$ cat config.mk
export PLATFORM = sky130hd
export DESIGN_NAME = key_tag_quicksort_descending_unit
export DESIGN_NICKNAME = d
export VERILOG_FILES = /design/src/hdl/ktqs_pkg.sv /design/src/hdl/ktqs_ram.sv /design/src/hdl/key_tag_quicksort_descending_unit.sv
export SDC_FILE = /design/constraint.sdc
export NUM_CORES = 2
export LEC_CHECK = 0
export BUFFER_PORTS_ARGS = -buffer_cell sky130_fd_sc_hd__buf_4
export CORE_UTILIZATION = 30
export CTS_CLUSTER_SIZE = 14
export DETAILED_ROUTE_END_ITERATION = 6
export SLEW_MARGIN = 10
export SYNTH_ARGS = -nofsm -noshare
export SYNTH_HDL_FRONTEND = slang
export SYNTH_SLANG_ARGS = --single-unit
$ cat constraint.sdc
create_clock -name i_clk -period 4.1 [get_ports i_clk]
set_input_delay 0.41 -clock i_clk [delete_from_list [all_inputs] [get_ports i_clk]]
set_output_delay 0.41 -clock i_clk [all_outputs]
set_load 0.05 [all_outputs]
$ cat src/hdl/ktqs_pkg.sv
// Beat types shared by the quicksort unit and its checker.
package ktqs_pkg;

    typedef struct packed {
        logic [15:0] sort_key;
        logic [15:0] tag;
        logic        batch_end;
    } t_in_beat;

    typedef struct packed {
        logic [15:0] sorted_key;
        logic [15:0] sorted_tag;
        logic        final_pair;
        logic        overflowed;
    } t_out_beat;

endpackage

$ cat src/hdl/ktqs_ram.sv
// Simple dual-port RAM: one write port, one read port with registered data.
module ktqs_ram #(
    parameter int WIDTH = 32,
    parameter int DEPTH = 64
) (
    input  logic                     i_clk,
    input  logic                     i_we,
    input  logic [$clog2(DEPTH)-1:0] i_waddr,
    input  logic [WIDTH-1:0]         i_wdata,
    input  logic [$clog2(DEPTH)-1:0] i_raddr,
    output logic [WIDTH-1:0]         o_rdata
);

    logic [WIDTH-1:0] r_mem [DEPTH];
    logic [WIDTH-1:0] r_rdata;

    always_ff @(posedge i_clk) begin
        if (i_we) begin
            r_mem[i_waddr] <= i_wdata;
        end
        r_rdata <= r_mem[i_raddr];
    end

    assign o_rdata = r_rdata;

endmodule

$ cat src/hdl/key_tag_quicksort_descending_unit.sv
// Top level: batch loader, Hoare quicksort sequencer and sorted-pair emitter.
//
//  channel | direction | handshake                    | beat
//  --------+-----------+------------------------------+---------------------
//  input   | in        | i_in_valid / o_in_stall      | i_in_beat  (t_in_beat)
//  output  | out       | o_out_valid / i_out_stall    | o_out_beat (t_out_beat)
//
//  Loading takes one beat per cycle; o_in_stall stays low only while loading.
//  After the beat marked batch_end the sequencer sorts, with key compares paced
//  by the single read port of the pair store, then emits the pairs one at a
//  time, each read from the store in S_ER and registered in S_EL.
//  Reset (synchronous, active low) clears the sequencer, fill and stack counts
//  and output valid; the stores need no clearing pass, as only written entries
//  are read. An output stall holds the result register, pausing only emission.
module key_tag_quicksort_descending_unit #(
    parameter int MAX_ITEMS = 64,
    parameter int KEY_BITS  = 16
) (
    input  logic                 i_clk,
    input  logic                 i_rst_n,
    input  logic                 i_in_valid,
    output logic                 o_in_stall,
    input  ktqs_pkg::t_in_beat   i_in_beat,
    output logic                 o_out_valid,
    input  logic                 i_out_stall,
    output ktqs_pkg::t_out_beat  o_out_beat
);

    // Store key width: keys arrive as 16 bits, masked to KEY_BITS.
    localparam int KB  = (KEY_BITS < 16) ? KEY_BITS : 16;
    localparam int DW  = KB + 16;
    localparam int AW  = $clog2(MAX_ITEMS);
    localparam int CW  = AW + 1;
    localparam int IW  = AW + 2;            // signed scan index, may reach -1
    localparam int SD  = MAX_ITEMS + 2;     // range stack depth
    localparam int SAW = $clog2(SD);
    localparam int SPW = $clog2(SD + 1);

    localparam logic [3:0] S_LOAD = 4'd0;
    localparam logic [3:0] S_POP  = 4'd1;
    localparam logic [3:0] S_POPW = 4'd2;
    localparam logic [3:0] S_PIV  = 4'd3;
    localparam logic [3:0] S_RI   = 4'd4;
    localparam logic [3:0] S_CI   = 4'd5;
    localparam logic [3:0] S_RJ   = 4'd6;
    localparam logic [3:0] S_CJ   = 4'd7;
    localparam logic [3:0] S_SW1  = 4'd8;
    localparam logic [3:0] S_SW2  = 4'd9;
    localparam logic [3:0] S_PR   = 4'd10;
    localparam logic [3:0] S_PL   = 4'd11;
    localparam logic [3:0] S_ER   = 4'd12;
    localparam logic [3:0] S_EL   = 4'd13;

    logic [3:0]           r_state, n_state;
    logic [CW-1:0]        r_fill, n_fill;
    logic                 r_drop, n_drop;
    logic [CW-1:0]        r_n, n_n;
    logic [CW-1:0]        r_k, n_k;
    logic [SPW-1:0]       r_sp, n_sp;
    logic signed [IW-1:0] r_lo, n_lo, r_hi, n_hi, r_i, n_i, r_j, n_j;
    logic [KB-1:0]        r_piv, n_piv;
    logic [DW-1:0]        r_hold_i, n_hold_i, r_hold_j, n_hold_j;
    logic                 r_ovalid, n_ovalid;
    ktqs_pkg::t_out_beat  r_out, n_out;

    // Pair store and range stack ports
    logic            d_we;
    logic [AW-1:0]   d_wa, d_ra;
    logic [DW-1:0]   d_wd, d_rd;
    logic            s_we;
    logic [SAW-1:0]  s_wa, s_ra;
    logic [2*AW-1:0] s_wd, s_rd;

    logic [KB-1:0]        d_key;
    logic [15:0]          d_tag;
    logic                 in_acc;
    logic [CW-1:0]        cnt;
    logic [AW-1:0]        pop_lo, pop_hi, mid;
    logic signed [IW-1:0] ip1, jm1;

    ktqs_ram #(.WIDTH(DW), .DEPTH(MAX_ITEMS)) u_pair_ram (
        .i_clk   (i_clk),
        .i_we    (d_we),
        .i_waddr (d_wa),
        .i_wdata (d_wd),
        .i_raddr (d_ra),
        .o_rdata (d_rd)
    );

    ktqs_ram #(.WIDTH(2 * AW), .DEPTH(SD)) u_stack_ram (
        .i_clk   (i_clk),
        .i_we    (s_we),
        .i_waddr (s_wa),
        .i_wdata (s_wd),
        .i_raddr (s_ra),
        .o_rdata (s_rd)
    );

    assign d_key  = d_rd[DW-1:16];
    assign d_tag  = d_rd[15:0];
    assign pop_lo = s_rd[2*AW-1:AW];
    assign pop_hi = s_rd[AW-1:0];
    assign mid    = AW'(({1'b0, pop_lo} + {1'b0, pop_hi}) >> 1);
    assign ip1    = r_i + IW'(1);
    assign jm1    = r_j - IW'(1);

    assign o_in_stall  = (r_state != S_LOAD);
    assign in_acc      = i_in_valid && !o_in_stall;
    assign o_out_valid = r_ovalid;
    assign o_out_beat  = r_out;

    always_comb begin
        n_state  = r_state;
        n_fill   = r_fill;
        n_drop   = r_drop;
        n_n      = r_n;
        n_k      = r_k;
        n_sp     = r_sp;
        n_lo     = r_lo;
        n_hi     = r_hi;
        n_i      = r_i;
        n_j      = r_j;
        n_piv    = r_piv;
        n_hold_i = r_hold_i;
        n_hold_j = r_hold_j;
        n_out    = r_out;
        n_ovalid = r_ovalid && i_out_stall;
        d_we     = 1'b0;
        d_wa     = '0;
        d_wd     = '0;
        d_ra     = '0;
        s_we     = 1'b0;
        s_wa     = '0;
        s_wd     = '0;
        s_ra     = '0;
        cnt      = r_fill;

        case (r_state)
            S_LOAD: begin
                if (in_acc) begin
                    // store while room remains, else drop and flag
                    if (r_fill < CW'(MAX_ITEMS)) begin
                        d_we = 1'b1;
                        d_wa = r_fill[AW-1:0];
                        d_wd = {i_in_beat.sort_key[KB-1:0], i_in_beat.tag};
                        cnt  = r_fill + CW'(1);
                    end else begin
                        n_drop = 1'b1;
                    end
                    n_fill = cnt;
                    if (i_in_beat.batch_end) begin
                        n_n = cnt;
                        n_k = '0;
                        if (cnt >= CW'(2)) begin
                            // seed the stack with the whole batch
                            s_we    = 1'b1;
                            s_wa    = '0;
                            s_wd    = {AW'(0), AW'(cnt - CW'(1))};
                            n_sp    = SPW'(1);
                            n_state = S_POP;
                        end else begin
                            n_state = S_ER;
                        end
                    end
                end
            end
            S_POP: begin
                if (r_sp == '0) begin
                    n_state = S_ER;
                end else begin
                    n_sp    = r_sp - SPW'(1);
                    s_ra    = n_sp[SAW-1:0];
                    n_state = S_POPW;
                end
            end
            S_POPW: begin
                n_lo = IW'({1'b0, pop_lo});
                n_hi = IW'({1'b0, pop_hi});
                n_i  = IW'({1'b0, pop_lo});
                n_j  = IW'({1'b0, pop_hi});
                if (pop_lo < pop_hi) begin
                    d_ra    = mid;
                    n_state = S_PIV;
                end else begin
                    n_state = S_POP;
                end
            end
            S_PIV: begin
                n_piv   = d_key;
                n_state = S_RI;
            end
            S_RI: begin
                d_ra    = r_i[AW-1:0];
                n_state = S_CI;
            end
            S_CI: begin
                if (r_i < r_hi && d_key > r_piv) begin
                    n_i     = ip1;
                    n_state = S_RI;
                end else begin
                    n_hold_i = d_rd;
                    n_state  = S_RJ;
                end
            end
            S_RJ: begin
                d_ra    = r_j[AW-1:0];
                n_state = S_CJ;
            end
            S_CJ: begin
                if (r_j > r_lo && r_piv > d_key) begin
                    n_j     = jm1;
                    n_state = S_RJ;
                end else begin
                    n_hold_j = d_rd;
                    n_state  = (r_i <= r_j) ? S_SW1 : S_PR;
                end
            end
            S_SW1: begin
                d_we    = 1'b1;
                d_wa    = r_i[AW-1:0];
                d_wd    = r_hold_j;
                n_state = S_SW2;
            end
            S_SW2: begin
                d_we    = 1'b1;
                d_wa    = r_j[AW-1:0];
                d_wd    = r_hold_i;
                n_i     = ip1;
                n_j     = jm1;
                n_state = (ip1 <= jm1) ? S_RI : S_PR;
            end
            S_PR: begin
                // right range goes on first so the left one pops first
                if (r_i < r_hi && r_sp < SPW'(SD)) begin
                    s_we = 1'b1;
                    s_wa = r_sp[SAW-1:0];
                    s_wd = {r_i[AW-1:0], r_hi[AW-1:0]};
                    n_sp = r_sp + SPW'(1);
                end
                n_state = S_PL;
            end
            S_PL: begin
                if (r_lo < r_j && r_sp < SPW'(SD)) begin
                    s_we = 1'b1;
                    s_wa = r_sp[SAW-1:0];
                    s_wd = {r_lo[AW-1:0], r_j[AW-1:0]};
                    n_sp = r_sp + SPW'(1);
                end
                n_state = S_POP;
            end
            S_ER: begin
                if (r_n == '0) begin
                    n_fill  = '0;
                    n_drop  = 1'b0;
                    n_state = S_LOAD;
                end else if (!r_ovalid || !i_out_stall) begin
                    d_ra    = r_k[AW-1:0];
                    n_state = S_EL;
                end
            end
            S_EL: begin
                n_out.sorted_key = 16'(d_key);
                n_out.sorted_tag = d_tag;
                n_out.final_pair = (r_k == r_n - CW'(1));
                n_out.overflowed = r_drop;
                n_ovalid         = 1'b1;
                if (r_k == r_n - CW'(1)) begin
                    n_fill  = '0;
                    n_drop  = 1'b0;
                    n_state = S_LOAD;
                end else begin
                    n_k     = r_k + CW'(1);
                    n_state = S_ER;
                end
            end
            default: begin
                n_state = S_LOAD;
            end
        endcase
    end

    always_ff @(posedge i_clk) begin
        if (!i_rst_n) begin
            r_state  <= S_LOAD;
            r_fill   <= '0;
            r_drop   <= 1'b0;
            r_sp     <= '0;
            r_ovalid <= 1'b0;
        end else begin
            r_state  <= n_state;
            r_fill   <= n_fill;
            r_drop   <= n_drop;
            r_sp     <= n_sp;
            r_ovalid <= n_ovalid;
        end
    end

    // Datapath registers hold without reset
    always_ff @(posedge i_clk) begin
        r_n      <= n_n;
        r_k      <= n_k;
        r_lo     <= n_lo;
        r_hi     <= n_hi;
        r_i      <= n_i;
        r_j      <= n_j;
        r_piv    <= n_piv;
        r_hold_i <= n_hold_i;
        r_hold_j <= n_hold_j;
        r_out    <= n_out;
    end

endmodule

Word-level counts from Yosys, hierarchy flattened
Memories as Yosys holds them, arrays and structs flattened. A register that Yosys moved wholly into a read port is not among the register bits.
Index checks and enable logic that the tools add are counted.

cells by class
  add/sub/neg operators = 9
  $lt $le $gt $ge = 11
  eq/ne operators = 27
  multiplexer cells = 75
  bitwise operators = 2
  reductions and logical operators = 30

operator list
  cell                                                  count
  2-to-1 mux 7 bit                                      19
  case mux 32 bit (3 select lines)                      1
  2-to-1 mux 32 bit                                     2
  case mux 4 bit (14 select lines)                      1
  2-to-1 mux 6 bit                                      8
  case mux 8 bit (3 select lines)                       2
  2-to-1 mux 4 bit                                      9
  case mux 12 bit (3 select lines)                      1
  greater-than comparator 16 bit                        2
  case mux 7 bit (2 select lines)                       2
  case mux 7 bit (4 select lines)                       1
  equality test 4 bit (second input constant)           6
  2-to-1 mux 12 bit                                     2
  inequality test 2 bit (second input constant)         12
  case mux 6 bit (4 select lines)                       1
  adder 7 x 1 -> 7 bit (second input constant)          3
  case mux 7 bit (3 select lines)                       1
  case mux 6 bit (3 select lines)                       1
  equality test 4 x 3 -> 1 bit (second input constant)  4
  <= comparator 8 bit                                   2
  2-to-1 mux 1 bit                                      16
  2-to-1 mux 8 bit                                      2
  zero test 7 bit                                       2
  less-than comparator 7 bit (second input constant)    2
  31 further kinds                                      52

storage, ports and cells
  bits in registers = 176
  bits in writable memories = 2840
  word-level logic and storage cells = 174
  memories kept = 2

memory list
  name               words  width  read ports  clocked after Yosys merged registers in  wr ports  RTL line        source
  u_pair_ram.r_mem   64     32     1           1                                        1         ktqs_ram.sv:14  logic [WIDTH-1:0] r_mem [DEPTH];
  u_stack_ram.r_mem  66     12     1           1                                        1         ktqs_ram.sv:14

Longest topological paths before layout
  depth after elaboration = 12
  gate-level depth with buffers = 17
  depth with buffers taken out = 12

Modules after synthesis
From an unflattened synthesis, not the netlist that was laid out.

unflattened totals
  cells, all modules = 5562
  area, all modules = 118914.0 µm²

by module, submodules not included
  module                             times used  cells an instance  area an instance (µm²)  seq. area each (µm²)
  ktqs_ram (u_pair_ram)              1           3324               78517.8                 62139.6
  ktqs_ram (u_stack_ram)             1           1391               30858.3                 24023.0
  key_tag_quicksort_descending_unit  1           847                9537.9                  5084.9

Worst setup path after synthesis
Ideal clock, no wire load.

  path type = register -> register
  from = register r_state[1]
  to = memory u_pair_ram.r_mem[38][0] (enable)
  library setup time = 0.421 ns
  data arrival time = 3.964 ns
  required time = 3.679 ns
  setup slack = -0.285 ns
  stages on the path, launching flop included = 12
  buffers on the path = 4
  clock period less this slack = 4.385 ns
  path through = dfxtp_1 > buf_2 > buf_1 > nor4_1 > nand2_1 > nor2_1 > clkbuf_1 > nand2_1 > and2_1 > or3_1 > clkbuf_1 > nor2_1

between the ends
  longest elaborated chain between the ends = 7

ends and longest elaborated chain
  element                                 RTL line                                  source
  start: declaration                      key_tag_quicksort_descending_unit.sv:54   logic [3:0] r_state, n_state;
  start signal: assignment                key_tag_quicksort_descending_unit.sv:290  r_state <= n_state;
  nonzero test 4 bit                      key_tag_quicksort_descending_unit.sv:107  assign o_in_stall = (r_state != S_LOAD);
  zero test 1 bit                         key_tag_quicksort_descending_unit.sv:108  assign in_acc = i_in_valid && !o_in_stall;
  logical AND 1 bit                       key_tag_quicksort_descending_unit.sv:108
  2-to-1 mux 1 bit                        key_tag_quicksort_descending_unit.sv:140  if (in_acc) begin
  case mux 1 bit (2 select lines)         key_tag_quicksort_descending_unit.sv:138  case (r_state)
  2-to-1 mux 1 bit                        ktqs_ram.sv:18                            if (i_we) begin
  2-to-1 mux 1 bit (not written as such)  ktqs_ram.sv:19                            r_mem[i_waddr] <= i_wdata;
  end: declaration                        ktqs_ram.sv:14

Several ways; a longest one is shown, not always the timed one.

Worst setup path after layout
  from = register r_n[2]
  to = register u_pair_ram.r_rdata[14] (netlist: u_pair_ram.o_rdata[14]) (read register of u_pair_ram.r_mem)

between the ends
  longest elaborated chain between the ends = 3

ends and longest elaborated chain
  element                          RTL line                                  source
  start: declaration               key_tag_quicksort_descending_unit.sv:57   logic [CW-1:0] r_n, n_n;
  start signal: assignment         key_tag_quicksort_descending_unit.sv:300  r_n <= n_n;
  zero test 7 bit                  key_tag_quicksort_descending_unit.sv:252  if (r_n == '0) begin
  2-to-1 mux 6 bit                 key_tag_quicksort_descending_unit.sv:252
  case mux 6 bit (4 select lines)  key_tag_quicksort_descending_unit.sv:138
  end: declaration                 ktqs_ram.sv:15                            logic [WIDTH-1:0] r_rdata;

No other way between the ends.
A chain may end at the register's enable or synchronous reset.

==> results.sh <==
export IMPL_grt_usage_pct=17.8
export IMPL_ys_ff_latch=3060
export IMPL_htreeDepth=5
export IMPL_fin_cells=15200
export IMPL_hp_class="in2reg"
export IMPL_via_per_inst=5.25
export IMPL_io_buffers=72
export IMPL_drt_iter0_markers=10100
export IMPL_hpwl_um=222000
export IMPL_syn2layout_area_growth_pct=19.2
export IMPL_antenna_found_initial=36
export IMPL_core_um2=404000
export IMPL_max_cap_violations=0
export IMPL_setup_violations=0
export IMPL_syn_nets=9086
export IMPL_powerDensity_nw_per_um2=613
export IMPL_synthFlopType="edfxtp_1"
export IMPL_finalCritPeriodShare_pct=99.0
export IMPL_clock_skew_ns=0.103
export IMPL_first_global_vias=75600
export IMPL_start_util_pct=30.2
export IMPL_crit_fanout=28
export IMPL_period_needed_ns=4.06
export IMPL_antenna_left=0
export IMPL_violations="design-rule violations"
export IMPL_overflow=0
export IMPL_syn_inst=8984
export IMPL_yosysWarnings=0
export IMPL_cts_tree="done"
export IMPL_ir_drop_uv=345
export IMPL_cts_sinks=3060
export IMPL_drcViolationCount=7
export IMPL_ios=73
export IMPL_synth_cell_types=82
export IMPL_dieArea_um2=409000
export IMPL_synth_avg_cell_area_um2=13.6
export IMPL_nets=9622
export IMPL_max_slew_margin_rel_pct=14.4
export IMPL_async_flop_share_pct=0
export IMPL_r2r_slack_ns=0.04
export IMPL_die_h_um=640
export IMPL_grt_pass1_wl_um=538000
export IMPL_die_w_um=640
export IMPL_worst_pin_slew_ns=1.28
export IMPL_drt_wirelength_per_cell_um=24.9
export IMPL_total_power_mw=89.3
export IMPL_gp_congestion=0.855
export IMPL_crit_arrival_ns=4.83
export IMPL_clkTransAtPathRegs_ns=0.07
export IMPL_synth_seq_area_share_pct=74.7
export IMPL_total_leakage_power_nw=49.3
export IMPL_clk_latency_ns=0.90
export IMPL_cts_root_buffer="clkbuf_16"
export IMPL_synth_edf_count=2996
export IMPL_rows=233
export IMPL_grt_max_degree=99
export IMPL_endpoint_kind="flop"
export IMPL_start_kind="flop"
export IMPL_layout_drive_gt1_share_pct=15.3
export IMPL_drt_first_pass_iters=7
export IMPL_crit_type="reg2reg"
export IMPL_max_freq_ghz=0.246
export IMPL_cts_inserted_buffers=302
export IMPL_post_place_cells=14600
export IMPL_slew_violations=0
export IMPL_finalWirelength_um=377000
export IMPL_hold_violations=0
export IMPL_syn_area_um2=122000
export IMPL_status="complete, but fails checks"
export IMPL_num_vias=79700
export IMPL_fill_cells=38300
export IMPL_ctsLongestPathBuffers=4
export IMPL_rsz0062_at_grt="yes"
export IMPL_cp_data_required_time_ns=4.87
-- metrics by stage --
step / area, um2 / TNS, ns / util, % / setup WS [ns] / hold WS (ns)
after floorplan: 122000 / -275.67 / - / -0.285 / 0.409
after global placement: 136000 / -3.62 / 33.6 / -0.582 / 0.469
after detailed placement: 136000 / -2.82 / 33.6 / -0.557 / 0.481
after CTS: 145000 / -0.0398 / 36.0 / -0.0398 / 0.00657
after global routing: 146000 / -0.126 / 36.1 / -0.0795 / 0.0986
final: 146000 / 0 / 36.1 / 0.0404 / 0.0725
-- kinds of logic (layout without fill, tap and decap cells) --
logic type                 Yosys count  in the layout  synth area share [%]
muxes                               61             61                 0.593
and+or+nand+nor                   3352           3354                  11.9
DFF                               3060           3060                  74.7
other                                0              9                     0
AOI/OAI and AO/OA                 1696           1696                  9.41
adders and majority gates           65             65                 0.672
xor gates and xnor gates            44             44                 0.316
buffers and inverters              706           1480                  2.39
-- flip-flops by register name, indices dropped and copies added (netlist names), 4 cells and up --
| signal | flops |
|---|---|
| r_hold_i | 32 |
| u_stack_ram.r_mem | 792 |
| r_hi | 6 |
| r_j | 8 |
| o_out_beat | 34 |
| r_k | 7 |
| u_pair_ram.o_rdata | 32 |
| u_stack_ram.o_rdata | 12 |
| r_n | 7 |
| r_piv | 16 |
| r_i | 8 |
| r_fill | 7 |
| u_pair_ram.r_mem | 2048 |
| r_hold_j | 32 |
| r_lo | 6 |
| r_state | 4 |
| r_sp | 7 |
-- metal layers --
layer	part of all wire, %	vias up	track usage [%]
li1	-	35000	-
met5	0.043	-	0
met1	41	40300	24.1
met2	47	3693	28.5
met4	3.6	24	6.40
met3	8.9	680	3.23
-- cell type report --
| class | count | area, um2 | share of cell area (%) |
|---|---|---|---|
| Multi-Input combinational cell | 5220 | 28900 | 19.8 |
| Timing Repair Buffer | 846 | 8970 | 6.16 |
| Clock inverter | 144 | 1140 | 0.785 |
| Inverter | 90 | 338 | 0.232 |
| Sequential cell | 3060 | 91200 | 62.7 |
| Tap cell | 5405 | 6760 | 4.65 |
| Antenna cell | 9 | 22.5 | 0.0155 |
| Clock buffer | 400 | 8220 | 5.64 |
-- Yosys cell counts, types with 30 or more instances --
cell	instances	area, um2
nor2_1	250	938
a311oi_1	187	1640
nand2_1	2230	8370
edfxtp_1	2996	90000
a222oi_1	36	360
a211oi_1	212	1590
buf_2	137	686
clkbuf_1	388	1460
mux2i_1	42	420
nand3_1	284	1420
and3_1	333	2080
ha_1	64	801
a31oi_1	213	1330
nand4_1	96	601
nor4_1	33	206
a32oi_1	50	438
dfxtp_1	64	1280
o21ai_0	247	1240
a41oi_1	47	412
buf_1	76	285
or4_1	30	225
a21oi_1	451	2260
inv_1	90	338
-- what timing repair did --
item / in CTS / in global routing
hold buffers: 3 / 0
hold endpoints to repair: 8 / 0
buffers inserted: 5 / 3
pin swaps: 6 / 8
gates resized for setup: 20 / 29
gates cloned: 2 / 1
endpoints found under the setup margin: 16 / 130
-- final timing paths --
check,endpoint,cells after the start,startpoint
setup reg to reg,u_pair_ram.o_rdata[14],14,r_n[2]
hold reg to reg,r_hold_j[8],0,u_pair_ram.o_rdata[8]
setup / recovery,u_pair_ram.o_rdata[14],14,r_n[2]
hold / removal,r_state[2],5,i_in_valid
-- critical path, cell delays in order (launching register included) --
cell and delay (ns):
edfxtp_1 0.47, nor4_4 0.27, buf_4 0.18, a211oi_4 0.08
buf_4 0.18, a21boi_4 0.17, buf_12 0.19, nand2_8 0.19
buf_4 0.28, buf_12 0.19, a211oi_1 0.24, a311oi_1 0.08
nor4_1 0.50, nor2_1 0.35, or4_1 0.53
-- report_power, final --
group / internal [mW] / switching [mW] / leakage, nW
sequential: 37.9 / 0.731 / 28.9
clock: 15.1 / 11.7 / 4.58
combinational: 7.64 / 16.2 / 15.8
total: 60.6 / 28.7 / 49.3
-- layout by cell type, fill, tap and decap left out, types with 78 or more instances in the layout --
| cell | n |
|---|---|
| a211oi_1 | 208 |
| a311oi_1 | 187 |
| buf_4 | 632 |
| edfxtp_1 | 2996 |
| nor2_1 | 167 |
| nor2_4 | 79 |
| and3_1 | 333 |
| a21oi_1 | 449 |
| nand4_1 | 96 |
| clkbuf_16 | 311 |
| o21ai_0 | 242 |
| nand3_1 | 283 |
| a31oi_1 | 213 |
| clkbuf_1 | 78 |
| nand2_1 | 2227 |
| buf_12 | 204 |
(Power assumes the default switching activity.)
